`src/rtl/linear_probe_hash_table_assert.svh`:
```
// Assertion macros used by the hash table RTL.
// Each macro expects clk and arst_n in scope.
`ifndef LINEAR_PROBE_HASH_TABLE_ASSERT_SVH
`define LINEAR_PROBE_HASH_TABLE_ASSERT_SVH

// Consequent checked in the same cycle as the antecedent.
`define LPHT_ASSERT_SAME(lbl, ante, cons, msg) \
	lbl: assert property (@(posedge clk) disable iff (!arst_n) (ante) |-> (cons)) \
		else $error(msg);

// Consequent checked in the cycle after the antecedent.
`define LPHT_ASSERT_NEXT(lbl, ante, cons, msg) \
	lbl: assert property (@(posedge clk) disable iff (!arst_n) (ante) |=> (cons)) \
		else $error(msg);

`endif

```
`src/rtl/lpht_pkg.sv`:
```
`timescale 1ns / 1ps
package lpht_pkg;

	// Field widths
	localparam int OPCODE_W     = 2;
	localparam int KEY_W        = 31;
	localparam int VAL_W        = 32;
	localparam int STATUS_W     = 2;
	localparam int SLOT_IDX_W   = 6;
	localparam int ENTRIES_W    = 7;
	localparam int MARK_W       = 2;

	localparam int TABLE_ENTRIES_DEF = 64;

	// Opcodes
	localparam logic [OPCODE_W-1:0] OP_INSERT = 2'd0;
	localparam logic [OPCODE_W-1:0] OP_REMOVE = 2'd1;
	localparam logic [OPCODE_W-1:0] OP_FIND   = 2'd2;

	// Result status
	localparam logic [STATUS_W-1:0] ST_OK     = 2'd0;
	localparam logic [STATUS_W-1:0] ST_ABSENT = 2'd1;
	localparam logic [STATUS_W-1:0] ST_FULL   = 2'd2;

	// Slot marks
	localparam logic [MARK_W-1:0] MARK_NEVER = 2'd0;
	localparam logic [MARK_W-1:0] MARK_LIVE  = 2'd1;
	localparam logic [MARK_W-1:0] MARK_TOMB  = 2'd2;

	// One table slot as stored in RAM
	typedef struct packed {
		logic [MARK_W-1:0] mark;
		logic [KEY_W-1:0]  key;
		logic [VAL_W-1:0]  val;
	} slot_t;

	localparam int SLOT_W = $bits(slot_t);

endpackage

```
`src/rtl/lpht_ram.sv`:
```
`timescale 1ns / 1ps
module lpht_ram #(
	parameter int WIDTH = 8,
	parameter int DEPTH = 64
) (
	input  logic                                          clk,
	input  logic                                          we,
	input  logic [((DEPTH > 1) ? $clog2(DEPTH) : 1)-1:0] waddr,
	input  logic [WIDTH-1:0]                              wdata,
	input  logic [((DEPTH > 1) ? $clog2(DEPTH) : 1)-1:0] raddr,
	output logic [WIDTH-1:0]                              rdata
);

	logic [WIDTH-1:0] mem_q [DEPTH];

	// One write port, one registered read port
	always_ff @(posedge clk) begin
		if (we) begin
			mem_q[waddr] <= wdata;
		end
		rdata <= mem_q[raddr];
	end

endmodule

```
`src/rtl/linear_probe_hash_table.sv`:
```
`timescale 1ns / 1ps
// Channel  Handshake            Fields
// in       in_valid / in_ready   opcode, lookup_key, payload
// out      out_valid / out_ready status, slot_index, payload_out, entries_used
//
// After reset a clearing pass marks every slot never used, with in_ready low.
// Power-of-two tables probe k slots from the home slot, k from 1 to TABLE_ENTRIES.
// Other sizes first compute the home slot remainder in S_HASH (reciprocal multiply, back-multiply, subtract).
// The probe rate is one slot per cycle, set by the single read port of the slot RAM.
// One transaction at a time; a result waiting on out_ready holds the next one in its final cycle.
module linear_probe_hash_table #(
	parameter int TABLE_ENTRIES = lpht_pkg::TABLE_ENTRIES_DEF
) (
	input  logic                              clk,
	input  logic                              arst_n,
	input  logic                              in_valid,
	output logic                              in_ready,
	input  logic [lpht_pkg::OPCODE_W-1:0]     opcode,
	input  logic [lpht_pkg::KEY_W-1:0]        lookup_key,
	input  logic [lpht_pkg::VAL_W-1:0]        payload,
	output logic                              out_valid,
	input  logic                              out_ready,
	output logic [lpht_pkg::STATUS_W-1:0]     status,
	output logic [lpht_pkg::SLOT_IDX_W-1:0]   slot_index,
	output logic [lpht_pkg::VAL_W-1:0]        payload_out,
	output logic [lpht_pkg::ENTRIES_W-1:0]    entries_used
);

	import lpht_pkg::*;

	`include "linear_probe_hash_table_assert.svh"

	localparam int AW   = (TABLE_ENTRIES > 1) ? $clog2(TABLE_ENTRIES) : 1;
	localparam int CW   = AW + 1;
	localparam bit IS_POW2 = ((TABLE_ENTRIES & (TABLE_ENTRIES - 1)) == 0);
	localparam logic [AW-1:0]   LAST_SLOT = AW'(TABLE_ENTRIES - 1);
	localparam logic [CW-1:0]   ENTRIES_C = CW'(TABLE_ENTRIES);

	// Reciprocal of the table size, exact for every 31-bit key
	localparam int HOME_SH = KEY_W + AW;
	localparam longint unsigned HOME_MUL_L =
		((64'd1 << HOME_SH) + TABLE_ENTRIES - 1) / TABLE_ENTRIES;
	localparam logic [31:0] HOME_MUL   = 32'(HOME_MUL_L);
	localparam logic [1:0]  HSTEP_LAST = 2'd2;

	// Sequencer states
	localparam logic [2:0] S_CLEAR = 3'd0;
	localparam logic [2:0] S_IDLE  = 3'd1;
	localparam logic [2:0] S_HASH  = 3'd2;
	localparam logic [2:0] S_PROBE = 3'd3;
	localparam logic [2:0] S_FIN   = 3'd4;

	// Probe outcome
	localparam logic [1:0] RES_HIT   = 2'd0;
	localparam logic [1:0] RES_NEVER = 2'd1;
	localparam logic [1:0] RES_FULL  = 2'd2;

	logic [2:0]          state_q;
	logic [AW-1:0]       ptr_q;
	logic [AW-1:0]       chk_ptr_q;
	logic                chk_v_q;
	logic [CW-1:0]       left_q;
	logic [CW-1:0]       pend_q;
	logic [1:0]          hstep_q;
	logic [CW-1:0]       cnt_q;
	logic                out_valid_q;

	logic [OPCODE_W-1:0] op_q;
	logic [KEY_W-1:0]    key_q;
	logic [VAL_W-1:0]    val_q;
	logic [KEY_W+31:0]   hprod_q;
	logic [KEY_W+CW-1:0] hqn_q;
	logic [1:0]          res_q;
	logic [AW-1:0]       res_addr_q;
	logic [VAL_W-1:0]    hit_pay_q;

	logic [STATUS_W-1:0] status_q;
	logic [AW-1:0]       slot_q;
	logic [VAL_W-1:0]    pout_q;

	// RAM ports
	logic                ram_we;
	logic [AW-1:0]       ram_waddr;
	slot_t               ram_wdata;
	logic [SLOT_W-1:0]   ram_rdata;
	slot_t               rd;

	// Combinational helpers
	logic [KEY_W-1:0]    hquot;
	logic [KEY_W+CW-1:0] hqn_next;
	logic [KEY_W-1:0]    hrem;
	logic [AW-1:0]       ptr_inc;
	logic                chk_never;
	logic                chk_hit;
	logic                chk_last;
	logic                probe_stop;
	logic                issue;
	logic                out_load;
	logic [STATUS_W-1:0] fin_status;
	logic                fin_ok;
	logic [VAL_W-1:0]    fin_pout;
	logic [CW-1:0]       fin_cnt;
	logic                fin_we;
	slot_t               fin_wdata;
	logic [AW+SLOT_IDX_W-1:0] slot_ext;
	logic [CW+ENTRIES_W-1:0]  cnt_ext;

	lpht_ram #(
		.WIDTH (SLOT_W),
		.DEPTH (TABLE_ENTRIES)
	) u_slots (
		.clk   (clk),
		.we    (ram_we),
		.waddr (ram_waddr),
		.wdata (ram_wdata),
		.raddr (ptr_q),
		.rdata (ram_rdata)
	);

	assign rd = slot_t'(ram_rdata);

	// Home slot for other sizes: quotient by reciprocal multiply, then remainder
	assign hquot    = KEY_W'(hprod_q >> HOME_SH);
	assign hqn_next = hquot * ENTRIES_C;
	assign hrem     = key_q - KEY_W'(hqn_q);

	// Probe address walk with wrap
	assign ptr_inc = (ptr_q == LAST_SLOT) ? '0 : ptr_q + 1'b1;

	// Probe check on the slot read last cycle
	assign chk_never  = chk_v_q && (rd.mark == MARK_NEVER);
	assign chk_hit    = chk_v_q && (rd.mark == MARK_LIVE) && (rd.key == key_q);
	assign chk_last   = chk_v_q && (pend_q == CW'(1));
	assign probe_stop = chk_never || chk_hit || chk_last;
	assign issue      = (state_q == S_PROBE) && (left_q != '0) && !probe_stop;

	assign out_load = (state_q == S_FIN) && (!out_valid_q || out_ready);

	// Final decision per opcode and probe outcome
	always_comb begin
		fin_status = ST_ABSENT;
		fin_ok     = 1'b0;
		fin_pout   = '0;
		fin_cnt    = cnt_q;
		fin_we     = 1'b0;
		fin_wdata  = '{mark: MARK_LIVE, key: key_q, val: val_q};
		unique case (op_q)
			OP_INSERT: begin
				if (res_q == RES_FULL) begin
					fin_status = ST_FULL;
				end else begin
					fin_status = ST_OK;
					fin_ok     = 1'b1;
					fin_we     = 1'b1;
					if (res_q == RES_NEVER) begin
						fin_cnt = cnt_q + 1'b1;
					end
				end
			end
			OP_REMOVE: begin
				if (res_q == RES_HIT) begin
					fin_status = ST_OK;
					fin_ok     = 1'b1;
					fin_we     = 1'b1;
					fin_wdata  = '{mark: MARK_TOMB, key: key_q, val: hit_pay_q};
					if (cnt_q != '0) begin
						fin_cnt = cnt_q - 1'b1;
					end
				end
			end
			OP_FIND: begin
				if (res_q == RES_HIT) begin
					fin_status = ST_OK;
					fin_ok     = 1'b1;
					fin_pout   = hit_pay_q;
				end
			end
			default: begin
				fin_status = ST_ABSENT;
			end
		endcase
	end

	// RAM write: clearing pass or final write-back
	always_comb begin
		if (state_q == S_CLEAR) begin
			ram_we    = 1'b1;
			ram_waddr = ptr_q;
			ram_wdata = '{mark: MARK_NEVER, key: '0, val: '0};
		end else begin
			ram_we    = out_load && fin_we;
			ram_waddr = res_addr_q;
			ram_wdata = fin_wdata;
		end
	end

	// Sequencer and control state
	always_ff @(posedge clk or negedge arst_n) begin
		if (!arst_n) begin
			state_q     <= S_CLEAR;
			ptr_q       <= '0;
			chk_v_q     <= 1'b0;
			left_q      <= '0;
			pend_q      <= '0;
			hstep_q     <= '0;
			cnt_q       <= '0;
			out_valid_q <= 1'b0;
		end else begin
			if (out_load) begin
				out_valid_q <= 1'b1;
			end else if (out_ready) begin
				out_valid_q <= 1'b0;
			end
			unique case (state_q)
				S_CLEAR: begin
					ptr_q <= ptr_inc;
					if (ptr_q == LAST_SLOT) begin
						state_q <= S_IDLE;
					end
				end
				S_IDLE: begin
					if (in_valid) begin
						left_q  <= ENTRIES_C;
						pend_q  <= ENTRIES_C;
						hstep_q <= '0;
						chk_v_q <= 1'b0;
						if (IS_POW2) begin
							ptr_q   <= lookup_key[AW-1:0];
							state_q <= S_PROBE;
						end else begin
							state_q <= S_HASH;
						end
					end
				end
				S_HASH: begin
					hstep_q <= hstep_q + 1'b1;
					if (hstep_q == HSTEP_LAST) begin
						ptr_q   <= hrem[AW-1:0];
						state_q <= S_PROBE;
					end
				end
				S_PROBE: begin
					chk_v_q <= issue;
					if (issue) begin
						ptr_q  <= ptr_inc;
						left_q <= left_q - 1'b1;
					end
					if (chk_v_q) begin
						pend_q <= pend_q - 1'b1;
					end
					if (probe_stop) begin
						state_q <= S_FIN;
					end
				end
				S_FIN: begin
					if (out_load) begin
						cnt_q   <= fin_cnt;
						state_q <= S_IDLE;
					end
				end
				default: begin
					state_q <= S_IDLE;
				end
			endcase
		end
	end

	// Datapath registers
	always_ff @(posedge clk) begin
		if ((state_q == S_IDLE) && in_valid) begin
			op_q  <= opcode;
			key_q <= lookup_key;
			val_q <= payload;
		end
		if (state_q == S_HASH) begin
			hprod_q <= key_q * HOME_MUL;
			hqn_q   <= hqn_next;
		end
		if (state_q == S_PROBE) begin
			chk_ptr_q <= ptr_q;
			if (probe_stop) begin
				res_addr_q <= chk_ptr_q;
				hit_pay_q  <= rd.val;
				if (chk_hit) begin
					res_q <= RES_HIT;
				end else if (chk_never) begin
					res_q <= RES_NEVER;
				end else begin
					res_q <= RES_FULL;
				end
			end
		end
		if (out_load) begin
			status_q <= fin_status;
			slot_q   <= fin_ok ? res_addr_q : '0;
			pout_q   <= fin_pout;
		end
	end

	assign slot_ext = {{SLOT_IDX_W{1'b0}}, slot_q};
	assign cnt_ext  = {{ENTRIES_W{1'b0}}, cnt_q};

	assign in_ready     = (state_q == S_IDLE);
	assign out_valid    = out_valid_q;
	assign status       = status_q;
	assign slot_index   = slot_ext[SLOT_IDX_W-1:0];
	assign payload_out  = pout_q;
	assign entries_used = cnt_ext[ENTRIES_W-1:0];

	// Checks
	`LPHT_ASSERT_NEXT(a_accept_busy, in_valid && in_ready, (state_q == S_PROBE) || (state_q == S_HASH), "accepted transaction did not start a probe or hash")
	`LPHT_ASSERT_SAME(a_cnt_range, 1'b1, cnt_q <= ENTRIES_C, "live count exceeds table size")
	`LPHT_ASSERT_SAME(a_chk_in_probe, chk_v_q, state_q == S_PROBE, "pending slot check outside probe")
	`LPHT_ASSERT_SAME(a_we_phase, ram_we, (state_q == S_CLEAR) || (state_q == S_FIN), "slot RAM written outside clear or write-back")
	`LPHT_ASSERT_NEXT(a_cnt_hold, !out_load, $stable(cnt_q), "live count changed without a result")

endmodule
```
`config.mk`:
```
export PLATFORM = sky130hd
export DESIGN_NAME = linear_probe_hash_table
export DESIGN_NICKNAME = d
export VERILOG_FILES = /design/src/rtl/lpht_pkg.sv /design/src/rtl/lpht_ram.sv /design/src/rtl/linear_probe_hash_table.sv
export VERILOG_INCLUDE_DIRS = /design/src /design/src/rtl
export SDC_FILE = /design/constraint.sdc
export NUM_CORES = 2
export LEC_CHECK = 0
export ABC_CLOCK_PERIOD_IN_PS = 9000
export BUFFER_PORTS_ARGS = -buffer_cell sky130_fd_sc_hd__buf_4
export CAP_MARGIN = 20
export CORE_ASPECT_RATIO = 2
export CORE_UTILIZATION = 45
export CTS_CLUSTER_DIAMETER = 30
export CTS_CLUSTER_SIZE = 16
export DETAILED_ROUTE_END_ITERATION = 10
export PLACE_DENSITY_LB_ADDON = 0.3
export SLEW_MARGIN = 20
export SYNTH_ARGS = -nofsm -noshare
export SYNTH_HDL_FRONTEND = slang
export SYNTH_MEMORY_MAX_BITS = 65536
export SYNTH_SLANG_ARGS = --single-unit
```
`constraint.sdc`:
```
create_clock -name clk -period 9 [get_ports clk]
set_input_delay 0.45 -clock clk [delete_from_list [all_inputs] [get_ports clk]]
set_output_delay 0.45 -clock clk [all_outputs]
set_load 0.01 [all_outputs]
```
== Word-level counts from Yosys, hierarchy flattened ==
Memory sizes are Yosys's and may differ from the RTL's. A register that Yosys moved wholly into a read port is not among the register bits.
Index checks and enable logic that the tools add are counted.
Storage, ports and cells
  register bits: 185
  RAM bits: 4160
  input port bits: 69
  output and inout port bits: 49
  logic and storage cells: 127
  memories: 1
Cells by class
  $add $sub $neg: 7
  equality and inequality tests: 24
  mux-type cells: 42
  reductions and logical operators: 35
Memories
  u_slots.mem_q: words 64, bits a word 65, read ports 1, clocked after memory_dff 1, wr ports 1, line lpht_ram.sv:14  | logic [WIDTH-1:0] mem_q [DEPTH];
Operator list (number)
  $mux 65: 3
  $mux 7: 7
  $pmux 7 s2: 3
  $eq 31x31->1: 1
  $mux 6: 5
  $pmux 6 s4: 1
  $ne 2x2->1 const B: 11
  $sub 7x1->7 const B: 3
  $mux 3: 5
  $pmux 3 s5: 1
  $reduce_bool 7->1: 2
  $logic_and 1x1->1: 9
  $mux 1: 9
  $pmux 2 s2: 2
  $reduce_and 2->1: 4
  $reduce_bool 2->1: 4
  $add 7x1->7 const B: 1
  $eq 7x1->1 const B: 1
  $reduce_and 7->1: 1
  $add 6x1->6 const B: 1
  $eq 2x1->1 const B: 3
  $eq 2x2->1 const B: 3
  $eq 3x2->1 const B: 2
  $eq 6x6->1 const B: 1
  15 further kinds: 25

== Longest topological paths before layout ==
  word-level depth: 9
  gate-level depth with buffers: 12
  depth with buffers taken out: 10

== By module ==
From an unflattened synthesis, not the netlist that was laid out.
Unflattened totals
  cells, all modules: 7259
  area total of the unflattened synthesis: 166544.7 sq um
By module, submodules not included
  lpht_ram: times used 1, cells an instance 6606, area each 158330.6 sq um, seq. area each 126221.1 sq um
  linear_probe_hash_table: times used 1, cells an instance 653, area each 8214.1 sq um, seq. area each 5385.2 sq um

== Worst setup path before layout ==
OpenSTA, ideal clock, no wires.
  kind: register -> register
  start point: register ptr_q[0]
  end point: memory u_slots.mem_q[11][0] in the netlist's numbering (enable)
  library setup time: 0.489 ns
  data arrival time: 4.655 ns
  data required time: 8.511 ns
  slack: 3.856 ns
  cell stages (with the launch flop): 12
  path buffers: 7
  period minus slack after synthesis: 5.144 ns
  cells stage by stage: dfrtp_1 -> buf_6 -> buf_6 -> buf_6 -> buf_6 -> buf_6 -> buf_6 -> buf_6 -> mux2i_1 -> nor2_2 -> nand2_1 -> nor2_1
On the way
  word-level cells in the longest chain between the ends: 1
Ends and longest elaborated chain
  start, declared: line linear_probe_hash_table.sv:59  | logic [AW-1:0] ptr_q;
  start signal, assigned: line linear_probe_hash_table.sv:216  | ptr_q <= ptr_inc;
  start signal, assigned: line linear_probe_hash_table.sv:228  | ptr_q <= lookup_key[AW-1:0];
  start signal, assigned: line linear_probe_hash_table.sv:238  | ptr_q <= hrem[AW-1:0];
  $mux 6: line linear_probe_hash_table.sv:186  | if (state_q == S_CLEAR) begin
  end, declared: line lpht_ram.sv:14
No other way between the ends.

== Worst setup path after layout ==
  start point: register state_q[0]
  end point: memory u_slots.mem_q[13][58] in the netlist's numbering (enable)
On the way
  word-level cells in the longest chain between the ends: 6
  elaborated cells between the ends (all ways): 8
  classes of those cells: eq/ne (1); mux (4); reduce/logical (3)
Ends and longest elaborated chain
  start, declared: line linear_probe_hash_table.sv:58  | logic [2:0] state_q;
  start signal, assigned: line linear_probe_hash_table.sv:200  | state_q <= S_CLEAR;
  start signal, assigned: line linear_probe_hash_table.sv:218  | state_q <= S_IDLE;
  start signal, assigned: line linear_probe_hash_table.sv:229  | state_q <= S_PROBE;
  $eq 3x3->1: line linear_probe_hash_table.sv:137  | assign out_load = (state_q == S_FIN) && (!out_valid_q || out_ready);
  $logic_and 1x1->1: line linear_probe_hash_table.sv:137
  $logic_and 1x1->1: line linear_probe_hash_table.sv:191  | ram_we = out_load && fin_we;
  $mux 1: line linear_probe_hash_table.sv:186
  $mux 1: line lpht_ram.sv:18  | if (we) begin
  $mux 1 (not written as such): line lpht_ram.sv:19  | mem_q[waddr] <= wdata;
Several ways; a longest one is shown, not always the timed one.

==> reports/results.env <==
CELL_VARIETY_AFTER_SYNTH=63
CTS_MADE_BUFFERS=461
POST_CTS.REPAIR.SETUP_BUFFERS=0
TIGHTESTPINTRANSITION_NS=1.18
CP_COMMON_CELL='sky130_fd_sc_hd__buf_4'
GRT_OVERFLOW=0
YS.WARNINGS.COUNT=0
YOSYS_REGISTER_BITS=4410
CLOCK_TREE.BUFFER_DEPTH=4
NETLIST_INSTANCES=7370
INITIAL_UTILIZATION_PCT=45.3
POSTSYNTHAREAPERCELL_UM2=22.8
SYNTH_ENABLE_FLOP_CELLS=4311
ENDPOINT_KIND='flip-flop'
VIAS_IN_THE_FIRST_GLOBAL_ROUTE=85573
CRIT_SLOWEST_CELL='sky130_fd_sc_hd__buf_4'
ANTENNA_FOUND_INITIAL=13
SYNTH_ASYNC_RESET_RATIO_PCT=0.771
DETAIL_ROUTE.ITER0.VIOLATIONS=10758
GRT_FIRST_PASS_WIRELENGTH_UM=688000
IR_DROP_uV=342
MAX-SLEW-MARGIN-REL_PCT=21.2
SYNTH.MOST_COMMON_CELL='sky130_fd_sc_hd__edfxtp_1'
CTSRESIZECOUNT=0
LAYOUT-DRIVE-GT1-SHARE_PCT=29.0
CRITPATHMAXFANOUT=31
MAPPED_CELL_AREA_UM2=168000
YOSYSSEQAREASHARE_PCT=78.4
DP_HPWL_UM=285000
WORST_SETUP_HOLD_PATH_CLK_SLEW_NS=0.07
PATH_CLASS='flip-flop to flip-flop'
NUM-NETS-FINAL=8009
CTS_HOLD_BUFFERS=69
HOLD_VIOL=0
WORSTPATHARRIVAL_NS=5.74
AREA_DELTA_SYNTH_FINAL_PCT=15.2
PLACE.PORT_BUFFERS=117
FINALSETUPTNS_NS=0
RESULT_OF_THE_RUN='finished, final reports clean'
FINAL_MIN_PERIOD_OVER_CLOCK_PERIOD_PCT=57.5
LEAKAGE_POWER_uW=0.0614
FP.DIEH_UM=866
SYNTH_TOP_CELLS_BY_AREA='sky130_fd_sc_hd__edfxtp_1 (77%), sky130_fd_sc_hd__mux4_2 (14%), sky130_fd_sc_hd__mux2i_1 (1.8%), sky130_fd_sc_hd__dfxtp_1 (0.77%), sky130_fd_sc_hd__dfrtp_1 (0.51%)'
TIMING.CRITICAL_PATH.FROM_TYPE='flip-flop'
POST_SYNTH_NET_TOTAL=7455
FINALWORSTPATHREQUIREDPERIOD_NS=5.18
PLACEABLE_CORE_REGION_UM2=371000
CTS_TREE='yes'
CRIT_REQUIRED_NS=9.57
FIRST_PASS_ITERS=8
AVGROUTEDWIREPERCELL_UM=37.9
POST-SYNTH-TOP-AREA-CELL='sky130_fd_sc_hd__edfxtp_1'
DRC=0
CTS_MAX_LEVEL=5
TRITONCTS_NUM_SINKS=4410
SYNTH_TOP_FLOP_CELL='sky130_fd_sc_hd__edfxtp_1'
POWER_PER_CELL_AREA_nW_PER_UM2=322
DRV.MAX_CAP_VIOLATION_COUNT=0
CLOCK_INSERTION_DELAY_WORST_SKEW_NS=1.01
DETAIL_ROUTE.WIRELENGTH_UM=503000
FINISH.UTILIZATION_PCT=52.2
FLOORPLAN.ROWS=316
GRT_USE_TOTAL_PCT=26.7
RSZ0062_AT_GRT='false'
AVGVIACOUNTPERCELL=6.32
CLOCK_TREE.ROOT_CELL='sky130_fd_sc_hd__clkbuf_16'
CRITPATHMAXSTAGEDELAY_NS=0.79
GP_CONGESTION=0.879
FINAL_MAX_SLEW_VIOL_COUNT=0
SYNTH_TOP_AREA_SHARE_PCT=77.1
NUM_VIAS=83819
CP_CELL_SEQUENCE='nor3_4 > buf_4 > a21oi_4 > a21o_1 > nor2_2 > nand2_1 > nor2_4 > buf_4 > buf_4'
MAXCLOCKFREQUENCY_MHz=193
SKEW_NS=0.0665
YS_TOP_CELLS_BY_COUNT='sky130_fd_sc_hd__edfxtp_1 (4311), sky130_fd_sc_hd__mux4_2 (1064), sky130_fd_sc_hd__mux2i_1 (302)'
DIE_W_UM=434
HOLD_CLASS='primary input to flip-flop'
MAXIMUM_NUMBER_OF_PINS_ON_ONE_NET_BEFORE_GLOBAL_ROUTE_REPAIR=128
DETAIL-ROUTE-ANTENNA-NETS=0
TIMING.FINAL.SETUP_VIOLATIONS=0
SLACK_OF_THE_WORST_REG_TO_REG_PATH_NS=3.82
DIE-AREA_UM2=376000
FLOORPLAN.IO_PINS=118
worst paths after layout:
check,cells after the start,startpoint,end
max in group asynchronous,4,arst_n,ptr_q[1]
min in group asynchronous,4,arst_n,entries_used[3]
min,3,out_ready,out_valid
max reg2reg,9,state_q[0],u_slots.mem_q[13][58]
min reg2reg,0,u_slots.rdata[14],hit_pay_q[14]
max,9,state_q[0],u_slots.mem_q[13][58]
registers in the layout (all words and copies together) (netlist names):
name and count:
out_valid 1, val_q 32, payload_out 32, entries_used 7
chk_v_q 1, status 2, hstep_q 2, key_q 31
pend_q 7, left_q 7, hit_pay_q 32, slot_index 6
ptr_q 6, res_addr_q 6, res_q 2, chk_ptr_q 6
op_q 2, u_slots.mem_q 4160, state_q 3, u_slots.rdata 65
where the power goes:
group / switching [uW] / leakage (uW) / internal (uW) / total [uW]
clock: 8650 / 0.00781 / 11500 / 20200
sequential: 515 / 0.0398 / 24500 / 25000
combinational: 10500 / 0.0137 / 6490 / 17000
critical path, delay by kind of cell, from the launching register on:
family / cells / cell delay, ns
compound gates: 2 / 0.29
buf+inv: 3 / 1.84
flops: 1 / 0.56
simple gates: 4 / 1.87
layout by cell type (no fill, tap or decap), types with 33 or more instances in the layout:
cell type                       Yosys  layout
sky130_fd_sc_hd__nor2_1           200     131
sky130_fd_sc_hd__mux4_2          1064    1064
sky130_fd_sc_hd__buf_12             0      38
sky130_fd_sc_hd__o22ai_1          119     119
sky130_fd_sc_hd__inv_6              0      76
sky130_fd_sc_hd__nor2_4             0      67
sky130_fd_sc_hd__clkinv_2           0      42
sky130_fd_sc_hd__dlygate4sd3_1      0      68
sky130_fd_sc_hd__clkinv_4           0      36
sky130_fd_sc_hd__clkbuf_1         141      36
sky130_fd_sc_hd__o21ai_0           46      46
sky130_fd_sc_hd__xor2_1            37      36
sky130_fd_sc_hd__nor3_1            33      33
sky130_fd_sc_hd__nand2_1          153     149
sky130_fd_sc_hd__bufinv_16          0      57
sky130_fd_sc_hd__and3_1            38      37
sky130_fd_sc_hd__nand3_1           38      38
sky130_fd_sc_hd__a21oi_1           81      80
sky130_fd_sc_hd__mux2i_1          302     302
sky130_fd_sc_hd__clkinvlp_4         0      49
sky130_fd_sc_hd__buf_4             46     369
sky130_fd_sc_hd__dfxtp_1           65      65
sky130_fd_sc_hd__a221oi_1          41      41
sky130_fd_sc_hd__edfxtp_1        4311    4311
sky130_fd_sc_hd__o221ai_1          65      65
sky130_fd_sc_hd__clkbuf_16          0     468
stage by stage:
step	power (uW)	instance area, um^2	hold slack, ns	cells	setup slack [ns]
2_1_floorplan	36400	168000	0.154	7370	3.86
6_report	62200	193000	0.126	13265	3.82
4_1_cts	62300	193000	0.0537	13247	3.98
3_3_place_gp	42100	176000	0.386	12305	3.98
5_1_grt	63800	193000	0.136	13256	3.78
3_5_place_dp	42400	176000	0.389	12313	3.98
metal layers:
layer	global-route usage, %	part of all wire, %	wire length, um
met2	46.8	52	264000
met4	14.7	6.2	31200
met3	4.16	7.9	39800
met1	31.2	33	168000
met5	0	0.015	76
kinds of logic after synthesis:
| family | count (synthesis) | share of synthesized area [%] |
|---|---|---|
| buffers and inverters | 415 | 1.37 |
| DFF | 4410 | 78.4 |
| and+or+nand+nor | 593 | 1.64 |
| AOI/OAI and AO/OA | 522 | 2.17 |
| xor gates and xnor gates | 43 | 0.224 |
| muxes | 1371 | 16.1 |
| adders and majority gates | 16 | 0.124 |
layout make-up:
type                            instances  area, um^2
Timing Repair Buffer                  481        4330
Inverter                               25         114
Clock inverter                        353        4310
Sequential cell                      4410      132000
Tap cell                             4929        6170
Fill cell                           28463      177000
Clock buffer                          512       12000
Antenna cell                           10        25.0
Multi-Input combinational cell       2545       34900
Note: power is estimated with default switching activity, not from simulation.
